**config.mk**
```make
export PLATFORM = sky130hd
export DESIGN_NAME = start_byte_checksum_deframer_top
export DESIGN_NICKNAME = d
export VERILOG_FILES = /design/src/sv/sbcd_pkg.sv /design/src/sv/sbcd_assembler.sv /design/src/sv/sbcd_out_reg.sv /design/src/sv/start_byte_checksum_deframer_top.sv
export SDC_FILE = /design/constraint.sdc
export NUM_CORES = 1
export LEC_CHECK = 0
export BUFFER_PORTS_ARGS = -buffer_cell sky130_fd_sc_hd__buf_2
export CAP_MARGIN = 20
export CELL_PAD_IN_SITES_DETAIL_PLACEMENT = 0
export CELL_PAD_IN_SITES_GLOBAL_PLACEMENT = 1
export CORE_MARGIN = 4
export CORE_UTILIZATION = 43
export DETAILED_ROUTE_END_ITERATION = 8
export GPL_TIMING_DRIVEN = 1
export PLACE_DENSITY_LB_ADDON = 0.1
export SYNTH_ARGS = -nofsm -noshare
export SYNTH_HDL_FRONTEND = slang
export SYNTH_HIERARCHICAL = 1
export SYNTH_SLANG_ARGS = --single-unit
```
**constraint.sdc**
```tcl
create_clock -name clk -period 2.34 [get_ports clk]
set_input_delay 0.702 -clock clk [delete_from_list [all_inputs] [get_ports clk]]
set_output_delay 0.702 -clock clk [all_outputs]
set_load 0.01 [all_outputs]
```
**src/sv/sbcd_pkg.sv**
```systemverilog
// Package for the start-byte checksum deframer.
// Shared constants and the result record; used by every module of the block.
`timescale 1ns / 1ps

package sbcd_pkg;

	localparam int BYTE_W     = 8;
	localparam int VALUE_W    = 32;
	localparam int BODY_BYTES = 12;
	localparam int BODY_W     = BODY_BYTES * BYTE_W;
	localparam int POS_W      = 4;

	// Reset value of the start code register
	localparam logic [BYTE_W-1:0] START_CODE_RESET = 8'h24;

	// Frame position of the checksum byte (start byte is position 0)
	localparam logic [POS_W-1:0] CHECK_POS = POS_W'(BODY_BYTES + 1);

	// One completed frame
	typedef struct packed {
		logic [VALUE_W-1:0] first_value;
		logic [VALUE_W-1:0] second_value;
		logic [VALUE_W-1:0] third_value;
		logic [BYTE_W-1:0]  sent_checksum;
		logic [BYTE_W-1:0]  computed_sum;
		logic               check_passed;
	} result_t;

endpackage

```
**src/sv/sbcd_assembler.sv**
```systemverilog
// Frame assembler: input register, start-byte hunt, body store and running sum.
// Depends on sbcd_pkg.
`timescale 1ns / 1ps

module sbcd_assembler (
	input  logic                       clk,
	input  logic                       arst_n,
	input  logic                       cfg_we,
	input  logic [sbcd_pkg::BYTE_W-1:0] cfg_wdata,
	input  logic                       in_valid,
	output logic                       in_ready,
	input  logic [sbcd_pkg::BYTE_W-1:0] in_byte,
	output logic                       res_valid,
	input  logic                       res_ready,
	output sbcd_pkg::result_t          res_data
);
	import sbcd_pkg::*;

	logic              valid_s1;
	logic [BYTE_W-1:0] byte_s1;
	logic [BYTE_W-1:0] start_code_q;
	logic              in_frame_q;
	logic [POS_W-1:0]  pos_q;
	logic [BODY_W-1:0] body_q;
	logic [BYTE_W-1:0] sum_q;
	logic              is_check;
	logic              s1_go;
	logic              consume;

	// Checksum byte needs room downstream; every other byte advances freely
	assign is_check  = in_frame_q && (pos_q == CHECK_POS);
	assign s1_go     = !is_check || res_ready;
	assign consume   = valid_s1 && s1_go;
	assign in_ready  = !valid_s1 || s1_go;
	assign res_valid = valid_s1 && is_check;

	// Build the result from the stored body and the closing byte
	always_comb begin
		res_data.first_value   = body_q[0*VALUE_W +: VALUE_W];
		res_data.second_value  = body_q[1*VALUE_W +: VALUE_W];
		res_data.third_value   = body_q[2*VALUE_W +: VALUE_W];
		res_data.sent_checksum = byte_s1;
		res_data.computed_sum  = sum_q;
		res_data.check_passed  = (sum_q == byte_s1);
	end

	// Start code register
	always_ff @(posedge clk or negedge arst_n) begin
		if (!arst_n) begin
			start_code_q <= START_CODE_RESET;
		end else if (cfg_we) begin
			start_code_q <= cfg_wdata;
		end
	end

	// Input register: hold the byte until the frame logic takes it
	always_ff @(posedge clk or negedge arst_n) begin
		if (!arst_n) begin
			valid_s1 <= 1'b0;
		end else if (in_ready) begin
			valid_s1 <= in_valid;
		end
	end

	always_ff @(posedge clk) begin
		if (in_ready && in_valid) begin
			byte_s1 <= in_byte;
		end
	end

	// Frame state: hunt, count body bytes, close on the checksum byte
	always_ff @(posedge clk or negedge arst_n) begin
		if (!arst_n) begin
			in_frame_q <= 1'b0;
			pos_q      <= '0;
			sum_q      <= '0;
		end else if (consume) begin
			if (!in_frame_q) begin
				if (byte_s1 == start_code_q) begin
					in_frame_q <= 1'b1;
					pos_q      <= POS_W'(1);
					sum_q      <= '0;
				end
			end else if (is_check) begin
				in_frame_q <= 1'b0;
				pos_q      <= '0;
			end else begin
				pos_q <= pos_q + POS_W'(1);
				sum_q <= sum_q + byte_s1;
			end
		end
	end

	// Body store: drop each body byte into its lane
	always_ff @(posedge clk) begin
		for (int i = 0; i < BODY_BYTES; i++) begin
			if (consume && in_frame_q && (pos_q == POS_W'(i + 1))) begin
				body_q[i*BYTE_W +: BYTE_W] <= byte_s1;
			end
		end
	end

`ifndef SYNTH
	a_pos_in_frame: assert property (@(posedge clk) disable iff (!arst_n)
		in_frame_q |-> (pos_q >= POS_W'(1)) && (pos_q <= CHECK_POS))
		else $error("frame position out of range");

	a_pos_hunting: assert property (@(posedge clk) disable iff (!arst_n)
		!in_frame_q |-> (pos_q == '0))
		else $error("position not cleared while hunting");

	a_frame_open: assert property (@(posedge clk) disable iff (!arst_n)
		(consume && !in_frame_q && (byte_s1 == start_code_q))
			|=> in_frame_q && (pos_q == POS_W'(1)) && (sum_q == '0))
		else $error("frame did not open cleanly on start byte");

	a_frame_close: assert property (@(posedge clk) disable iff (!arst_n)
		(consume && is_check) |=> !in_frame_q)
		else $error("frame did not close after checksum byte");
`endif

endmodule

```
**src/sv/sbcd_out_reg.sv**
```systemverilog
// Output register for completed frames, with stream handshake.
// Depends on sbcd_pkg.
`timescale 1ns / 1ps

module sbcd_out_reg (
	input  logic              clk,
	input  logic              arst_n,
	input  logic              in_valid,
	output logic              in_ready,
	input  sbcd_pkg::result_t in_data,
	output logic              out_valid,
	input  logic              out_ready,
	output sbcd_pkg::result_t out_data
);
	import sbcd_pkg::*;

	logic    valid_q;
	result_t data_q;

	// Take a new result when empty or when the current one leaves
	assign in_ready  = !valid_q || out_ready;
	assign out_valid = valid_q;
	assign out_data  = data_q;

	always_ff @(posedge clk or negedge arst_n) begin
		if (!arst_n) begin
			valid_q <= 1'b0;
		end else if (in_ready) begin
			valid_q <= in_valid;
		end
	end

	always_ff @(posedge clk) begin
		if (in_ready && in_valid) begin
			data_q <= in_data;
		end
	end

endmodule

```
**src/sv/start_byte_checksum_deframer_top.sv**
```systemverilog
// Start-byte deframer with additive checksum: top level.
// Instantiates sbcd_assembler and sbcd_out_reg; depends on sbcd_pkg.
//
// Usage:
//   s_* carries one received byte per transaction. While hunting, bytes are
//   dropped until one equals the start code (cfg_wdata written with cfg_we,
//   0x24 after reset). The next 12 bytes are the body, the 13th the checksum;
//   a start code inside a frame is plain data.
//   m_* carries one transaction per frame: three 32-bit little-endian values,
//   the sent checksum and the computed sum in m_tdata, the pass flag in
//   m_tuser. Values are delivered even when the check fails.
// Timing:
//   One byte per cycle sustained while s_tready is high. A result reaches m_*
//   through the input register, where the checksum byte lands, and then the
//   output register, which takes the result once it has room.
// Reset:
//   arst_n clears both stage valids and returns the block to hunting.
// Stall:
//   With a result held in the output register and m_tready low, body bytes
//   keep flowing; only the next checksum byte waits in the input register,
//   and s_tready drops until the output register frees.
`timescale 1ns / 1ps

module start_byte_checksum_deframer_top (
	input  logic         clk,
	input  logic         arst_n,
	input  logic         cfg_we,
	input  logic [7:0]   cfg_wdata,
	input  logic         s_tvalid,
	output logic         s_tready,
	input  logic [7:0]   s_tdata,   // [7:0] rx_byte
	output logic         m_tvalid,
	input  logic         m_tready,
	// [31:0] first_value, [63:32] second_value, [95:64] third_value,
	// [103:96] sent_checksum, [111:104] computed_sum
	output logic [111:0] m_tdata,
	output logic         m_tuser    // [0] check_passed
);
	import sbcd_pkg::*;

	logic    res_valid;
	logic    res_ready;
	result_t res_data;
	result_t out_data;

	// Frame assembly
	sbcd_assembler u_assembler (
		.clk       (clk),
		.arst_n    (arst_n),
		.cfg_we    (cfg_we),
		.cfg_wdata (cfg_wdata),
		.in_valid  (s_tvalid),
		.in_ready  (s_tready),
		.in_byte   (s_tdata),
		.res_valid (res_valid),
		.res_ready (res_ready),
		.res_data  (res_data)
	);

	// Result register
	sbcd_out_reg u_out_reg (
		.clk       (clk),
		.arst_n    (arst_n),
		.in_valid  (res_valid),
		.in_ready  (res_ready),
		.in_data   (res_data),
		.out_valid (m_tvalid),
		.out_ready (m_tready),
		.out_data  (out_data)
	);

	// Pack the result onto the stream fields
	assign m_tdata = {out_data.computed_sum, out_data.sent_checksum, out_data.third_value,
			out_data.second_value, out_data.first_value};
	assign m_tuser = out_data.check_passed;

endmodule

```
* Word-level counts from Yosys, hierarchy flattened *
Index checks and enable logic that the tools add are counted.

storage, ports and cells
  register bits = 240
  input port bits = 21
  logic and storage cells = 79

cells by class
  add/sub/neg operators = 2
  eq/ne operators = 16
  mux-type cells = 9
  reduce and logical (&&, ||, !) cells = 27

operator list
  cell                                                                   count
  4-bit equality test, second input constant                             6
  8-bit two-way mux                                                      3
  1-bit logical AND                                                      18
  4-bit by 3-bit equality test with 1-bit output, second input constant  4
  8-bit equality test                                                    2
  4-bit two-way mux                                                      3
  8-bit adder                                                            1
  4-bit by 2-bit equality test with 1-bit output, second input constant  2
  4-bit by 1-bit adder with 4-bit output, second input constant          1
  4-bit by 1-bit equality test with 1-bit output, second input constant  1
  1-bit logical NOT                                                      3
  1-bit logical OR                                                       3
  1-bit two-way mux                                                      3
  3-bit AND reduction                                                    1
  2-bit inequality test, second input constant                           1
  2-bit AND reduction                                                    1
  2-bit nonzero test                                                     1

* Longest topological paths before layout *
Gate-level depths: netlist (run 1).

  depth in word-level cells = 7
  gate-level depth with buffers = 8

* By module *
Netlist (run 1), hierarchy kept.

modules (own cells, without submodules)
  module          instances  cells an instance  area an instance (sq um)
  sbcd_assembler  1          261                4633.2
  sbcd_out_reg    1          117                3447.1

* Least setup slack after synthesis (run 1) *
No wires, ideal clock.

  path type = reg2reg
  start = register u_assembler.pos_q[1]
  end = register u_out_reg.data_q, in the netlist u_out_reg/out_data[0], enable pin
  arrival = 1.988 ns
  data required time = 1.947 ns
  slack = -0.041 ns
  stages on the path, launching flop included = 8
  path through = dfrtp_1 -> inv_1 -> ha_1 -> inv_1 -> nor2_1 -> nand2_1 -> inv_1 -> and2_4

between the ends
  cells in the longest elaborated chain, start to end = 4

ends and longest elaborated chain
  what                    RTL line                                text
  from (decl)             sbcd_assembler.sv:23                    logic [POS_W-1:0] pos_q;
  from (signal assigned)  sbcd_assembler.sv:88                    pos_q <= pos_q + POS_W'(1);
  4-bit equality test     sbcd_assembler.sv:31                    assign is_check = in_frame_q && (pos_q == CHECK_POS);
  1-bit logical AND       sbcd_assembler.sv:31
  1-bit logical AND       sbcd_assembler.sv:35                    assign res_valid = valid_s1 && is_check;
  net res_valid           start_byte_checksum_deframer_top.sv:41  logic res_valid;
  1-bit logical AND       sbcd_out_reg.sv:34                      if (in_ready && in_valid) begin
  to (signal assigned)    sbcd_out_reg.sv:35                      data_q <= in_data;
  to (decl)               sbcd_out_reg.sv:18                      result_t data_q;

The timed path passes the listed nets, and every way through them passes these cells.
A chain may end at the register's enable or synchronous reset.

* Final worst setup path (run 1) *
  start = register u_assembler.pos_q[1]
  end = output port s_tready

between the ends
  cells in the longest elaborated chain, start to end = 5

ends and longest elaborated chain
  what                 RTL line                                text
  4-bit equality test  sbcd_assembler.sv:31
  1-bit logical AND    sbcd_assembler.sv:31
  1-bit logical NOT    sbcd_assembler.sv:32                    assign s1_go = !is_check || res_ready;
  1-bit logical OR     sbcd_assembler.sv:32
  1-bit logical OR     sbcd_assembler.sv:34                    assign in_ready = !valid_s1 || s1_go;
  to (decl)            start_byte_checksum_deframer_top.sv:30  output logic s_tready,

Every way passes these cells.

==> out/results.ini, run 1 <==
[synth]
syn_area_um2 = 8080
synth_top_family_by_area = simple AND/OR/NAND/NOR gates
async_reset_ff_share_pct = 9.58
synth_ff_type = edfxtp_1
synth-edff-count = 217
synth-seq-cells = 240
yosysSeqAreaShare_pct = 87.8
yosys_warnings = 6
synth-adder-area-share_pct = 1.95
synth_compound_area_share_pct = 2.14
synth_xor_area_share_pct = 1.52
ys_types = 44
syn_nets = 411
synth-simple-area-share_pct = 4.32
syn_avg_cell_area_um2 = 21.4
synth_mux_area_share_pct = 1.24
syn_inst = 378

[global_route]
busiest_layer = met2
grt_pass1_wl_mm = 24.4
use_met2_pct = 24.1
met3_usage_pct = 3.62
grt_overflow = 0
grt_max_degree = 56
antenna_found_initial = 0
met1_usage_pct = 20.1
grt_use_total_pct = 14.6
grt_pass1_vias = 4117

[power]
swShare_pct = 22.0
power_frac_clock_pct = 38.4
internal_power_mw = 7.42
power_switching_mw = 2.09
powerDensity_nw_per_um2 = 948
totalPowerFinal_mw = 9.51
power_leakage_nw = 3.71
p_seq_share_pct = 52.2
power_frac_comb_pct = 9.4
vdd_ir_drop_max_mv = 0.478

[worst_setup_path]
critPathRequiredTime_ps = 1640
cp.arrival_ps = 1580
crit_type = register to primary output
critical_path.max_fanout = 3
end_kind = primary output
start_kind = register

[sta]
slew_headroom_pct = 50.4
rsz0062_at_grt = true
layout_worst_path_cycle_share_pct = 97.4
finalMaxSlewViolations = 0
setup_viol = 0
tightest_slew_ps = 743
period_needed_ps = 2280
finalClockSkew_ps = 6.86
finalHoldViolCount = 0
clock.fmax_mhz = 439

[placement]
numPortBuffers = 135
dp_hpwl_mm = 10.5
place_area_um2 = 9190
gp_congestion = 0.813

[finish]
final_nets = 591
drive_above_1_share_pct = 39.7
diodes = 0
syn2layout_area_growth_pct = 24.1
final_cell_mix = edfxtp_1 (217), buf_2 (134), clkbuf_16 (25)
nFillCells = 1423
design_area_um2 = 10000
final_common_cell = edfxtp_1

[drt]
viasPerCell = 4.83
remaining_drc_errors = 0
drt_iter0_drc = 225
drt-total-wl_mm = 15.4
wl_per_cell_um = 19.2
ant_nets = 0
firstDrtPassIters = 4
vias = 3867

[clock_network]
clock_path_buffers = 3
cts_tree = built
h-tree-depth = 1
cts_hold_buf = 0
cts-root-buf = clkbuf_16
clk_pin_slew_ps = 60
clock_sinks = 240
numCtsBuffers = 24
insertion_delay_ps = 490

[die]
dieArea_um2 = 21000
die_height_um = 145
die_w_um = 145
initial_core_util_pct = 44.4
coreArea_um2 = 18200
pin_count = 136
num_rows = 49

[flow_run]
maxCapViolCount = 0

[run_status]
status = completed

[worst_hold_path]
hold_class = primary input to async pin

[Yosys cell counts, drive strengths merged, types with 2 or more instances]
cell type,n,share of area (%)
a21o,3,0.29
a21oi,5,0.36
a22o,2,0.22
and2,7,0.57
and3,5,0.39
buf,3,0.34
clkbuf,3,0.14
dfrtp,21,6.5
dfstp,2,0.65
edfxtp,217,81
ha,11,1.7
inv,12,0.56
mux2,8,1.1
nand2,10,0.46
nand2b,3,0.33
nand3,8,0.50
nor2,7,0.36
nor2b,3,0.23
nor3,3,0.33
nor3b,2,0.19
nor4,5,0.54
o21ai,12,0.74
or2,2,0.15
xnor2,3,0.33
xor2,11,1.2
[final cells by class]
cell class | count | area, um^2 | area share, %
Sequential cell | 240 | 7100 | 70.7
Timing Repair Buffer | 160 | 895 | 8.92
Tap cell | 229 | 287 | 2.86
Inverter | 12 | 47.5 | 0.474
Clock buffer | 30 | 654 | 6.52
Clock inverter | 10 | 109 | 1.09
Multi-Input combinational cell | 120 | 943 | 9.40
[power groups by stage]
stage                     logic [mW]  registers [mW]  clock network [mW]
after CTS                      0.888            4.97                3.76
after floorplan                0.576            5.02                   0
after global routing            1.01            4.99                3.97
after detailed placement       0.818            5.06                   0
final                          0.892            4.96                3.65
after global placement         0.823            5.06                   0
[flip-flops by register name (all words and copies together) (netlist names)]
| register | cells |
|---|---|
| u_out_reg/out_data | 113 |
| u_assembler/pos_q | 4 |
| u_assembler/body_q | 96 |
| u_assembler/valid_s1 | 1 |
| u_assembler/sum_q | 8 |
| u_out_reg/out_valid | 1 |
| u_assembler/byte_s1 | 8 |
| u_assembler/start_code_q | 8 |
| u_assembler/in_frame_q | 1 |
[worst max-delay path, cell delays in order (launching register included)]
cell and delay (ps):
dfrtp_1 380, inv_2 80, ha_4 140, inv_4 40
nor2_4 100, nand2_2 80, nor2_4 110, inv_2 40
buf_6 110
[worst paths after layout]
| kind | from | cells past startpoint | end | slack (ps) |
|---|---|---|---|---|
| hold reg to reg | u_assembler/body_q[56] | 0 | u_out_reg/out_data[73] | 420 |
| hold / removal | arst_n | 1 | u_assembler/start_code_q[1] | 200 |
| setup reg to reg | u_assembler/byte_s1[1] | 8 | u_assembler/sum_q[6] | 270 |
| setup / recovery | u_assembler/pos_q[1] | 8 | s_tready | 60 |
| min in group clk | s_tdata[6] | 1 | u_assembler/byte_s1[6] | 380 |
| max in group asynchronous | arst_n | 1 | u_assembler/in_frame_q | 1720 |
[routing by layer]
layer / up-vias / wire length, um
li1: 1813 / -
met1: 1911 / 6710
met2: 127 / 7480
met3: 16 / 997
met4: 0 / 180
met5: - / 0
[repair_timing]
item | CTS | global route
pin swaps | 3 | 2
endpoints found under the setup margin | 1 | 1
buffers inserted | 4 | 1
gates resized for setup | 10 | 3
[stage by stage]
step | util [%] | setup slack, ps | instances | setup TNS (ps) | hold slack (ps)
floorplan | - | 27.4 | 378 | 0 | 400
global placement | 50.5 | 318 | 756 | 0 | 401
detailed placement | 50.5 | 273 | 756 | 0 | 405
CTS | 55.0 | 15.8 | 800 | 0 | 210
global route | 55.1 | -38.2 | 801 | -38.2 | 224
finish | 55.1 | 60.1 | 801 | 0 | 202
[logic make-up (layout without fill, tap and decap cells)]
kind of cell | Yosys count | after routing
flip-flops | 240 | 240
AND/OR/NAND/NOR | 58 | 58
AO/OA/AOI/OAI | 27 | 27
buffers and inverters | 18 | 212
XOR/XNOR | 14 | 14
adder cells (fa/ha/maj) | 12 | 12
multiplexers | 9 | 9
No activity file was read; power rests on OpenSTA's default activity.
==> run 2, diff against run 1 <==
- ABC_AREA: default -> 1
- CORE_UTILIZATION: 43 -> 42
==> out/results.ini, run 2 <==
[global_route]
grt_pass1_wl_mm = 25.4  ; +4.1%
grt_use_total_pct = 15.0  ; +0.41 points
grt_overflow = 0  ; unchanged
grt_pass1_vias = 4319  ; +4.9%
grt_max_degree = 60  ; +7.1%
antenna_found_initial = 0  ; unchanged

[power]
power_leakage_nw = 3.90  ; +5.3%
vdd_ir_drop_max_mv = 0.478  ; about the same
powerDensity_nw_per_um2 = 884  ; -6.8%
totalPowerFinal_mw = 9.03  ; -5.0%

[finish]
syn2layout_area_growth_pct = 24.3
drive_above_1_share_pct = 34.2  ; -5.4 points
final_common_cell = edfxtp_1
nFillCells = 1552  ; +9.1%
final_util_pct = 53.9  ; -1.2 points
final_nets = 673  ; +14%
final_cell_mix = edfxtp_1 (217), buf_2 (134), nand2_1 (78)
largest_reg_flops = 113  ; unchanged
multi_input_area_um2 = 1010  ; +7.0%
seq_area_um2 = 7100  ; unchanged
design_area_um2 = 10200  ; +1.9%
fin_cells = 917  ; +14%
diodes = 0  ; unchanged

[synth]
synth.largest_area_cell = edfxtp_1
ys_types = 29  ; -34%
syn_nets = 488  ; +19%
yosys_warnings = 6  ; unchanged
syn_inst = 455  ; +20%
syn_avg_cell_area_um2 = 18.1  ; -15%
synth-seq-cells = 240  ; unchanged
synth_most_common_cell = edfxtp_1
yosysSeqAreaShare_pct = 86.2  ; -1.5 points
synth-edff-count = 217  ; unchanged
synth_ff_type = edfxtp_1
async_reset_ff_share_pct = 9.58  ; unchanged
yosysTopAreaCellShare_pct = 79.2  ; -1.4 points
synth_common_cells = edfxtp_1 (217), nand2_1 (80), inv_1 (35), nor2_1 (22), dfrtp_1 (21)
syn_area_um2 = 8230  ; +1.8%
synth_area_leaders = edfxtp_1 (79%), dfrtp_1 (6.4%), nand2_1 (3.7%), ha_1 (1.7%), inv_1 (1.6%)

[clock_network]
clk_pin_slew_ps = 60  ; about the same
cts_hold_buf = 0  ; unchanged
clock_path_buffers = 3  ; unchanged
cts-root-buf = clkbuf_16
h-tree-depth = 1  ; unchanged
numCtsBuffers = 24  ; unchanged
insertion_delay_ps = 490  ; about the same
clock_sinks = 240  ; unchanged
cts_tree = built

[drt]
remaining_drc_errors = 0  ; unchanged
viasPerCell = 4.56  ; -5.5%
ant_nets = 0  ; unchanged
firstDrtPassIters = 4  ; unchanged
drt-total-wl_mm = 16.3  ; +6.4%
vias = 4183  ; +8.2%
drt_iter0_drc = 230  ; +2.2%
wl_per_cell_um = 17.8  ; -7.1%

[worst_setup_path]
critPathRequiredTime_ps = 1640  ; about the same
cp.arrival_ps = 1640  ; +60 ps
rrSetupSlack_ps = 300  ; +30 ps
ff2ff_path_depth = 8  ; unchanged
end_kind = primary output
crit-reg2reg-capture = u_assembler/body_q[42]
crit_type = register to primary output
start_kind = register
critical_path.max_fanout = 3  ; unchanged
r2r-start = u_assembler/pos_q[0]

[die]
coreArea_um2 = 19000  ; +4.1%
num_rows = 50  ; +2.0%
dieArea_um2 = 21900  ; +4.0%
die_w_um = 148  ; +2.0%
die_height_um = 148  ; +2.0%
initial_core_util_pct = 43.4  ; -0.98 points
pin_count = 136  ; unchanged

[sta]
finalClockSkew_ps = 9.12  ; +2.26 ps
layout_worst_path_cycle_share_pct = 100  ; +2.7 points
clock.fmax_mhz = 427  ; -2.7%
finalMaxSlewViolations = 0  ; unchanged
final.setup.tns_ps = -2.04  ; -2.04 ps
whs_ps = 214  ; +11.3 ps
period_needed_ps = 2340  ; +62.1 ps
setup_viol = 1  ; +1
tightest_slew_ps = 599  ; -144 ps
slew_headroom_pct = 60.1  ; +9.7 points
worst_slack_ps = -2.04  ; -62.1 ps
finalHoldViolCount = 0  ; unchanged
rsz0062_at_grt = true

[placement]
post-place-cells = 870  ; +15%
pre_cts_ws_ps = 124  ; -148 ps
gp_congestion = 0.791  ; -2.7%
dp_hpwl_mm = 11.0  ; +5.0%
numPortBuffers = 135  ; unchanged
place_area_um2 = 9440  ; +2.8%

[worst_hold_path]
hold_class = primary input to async pin

[flow_run]
maxCapViolCount = 0  ; unchanged

[run_status]
violations = setup timing
status = finished, violations left

## run 2: worst max-delay path by stage
stage	startpoint	to	slack, ps	cells after the start
finish	u_assembler/pos_q[1]	s_tready	-2	8
global route	u_assembler/pos_q[1]	s_tready	-100	8
CTS	u_assembler/pos_q[1]	s_tready	-40	8
detailed placement	m_tready	u_assembler/body_q[21]	120	8
global placement	m_tready	u_assembler/body_q[17]	180	8
floorplan	u_assembler/pos_q[1]	u_out_reg/out_data[0]	-1030	8
## run 2: cell families after synthesis
family	share of synthesized area [%]
flip-flops	86.2
buffers and inverters	1.95
AND/OR/NAND/NOR	7.47
AO/OA/AOI/OAI	1.37
XOR/XNOR	0.639
adder cells (fa/ha/maj)	1.92
multiplexers	0.411
## run 2: layer usage
layer / global-route usage [%] / vias to the layer above / part of all wire (%) / routed length (um)
met2: 24.6 / 121 / 48 / 7800
li1: - / 2004 / - / -
met1: 20.9 / 2029 / 44 / 7210
met3: 2.73 / 29 / 6.0 / 980
met5: 0 / - / 0 / 0
met4: 4.43 / 0 / 2.2 / 359
## run 2: power breakdown
group	internal [mW]	switching [mW]	leakage (nW)
combinational	0.224	0.409	1.32
clock	2.06	1.46	0.351
sequential	4.77	0.102	2.23
## run 2: timing repair
action	in CTS	in global routing
buffers inserted	3	1
resized for setup	4	1
pin swaps	1	1
cloned	0	0
endpoints found under the setup margin	1	1
## run 2: area by class of cell
class / instances / area share [%]
timing repair buffer: 163 / 8.97
clock buffer: 31 / 6.34
clock inverter: 12 / 0.845
inverter: 36 / 1.37
tap: 260 / 3.18
multi-input combinational: 175 / 9.88
sequential: 240 / 69.4
## run 2: worst max-delay path: stages, from the launching register on
cell and delay [ps]:
dfrtp_1 390, inv_2 80, ha_4 140, nand2_4 50, nor2_4 130, inv_6 50, nor2_4 100, nand2_2 80
buf_6 130
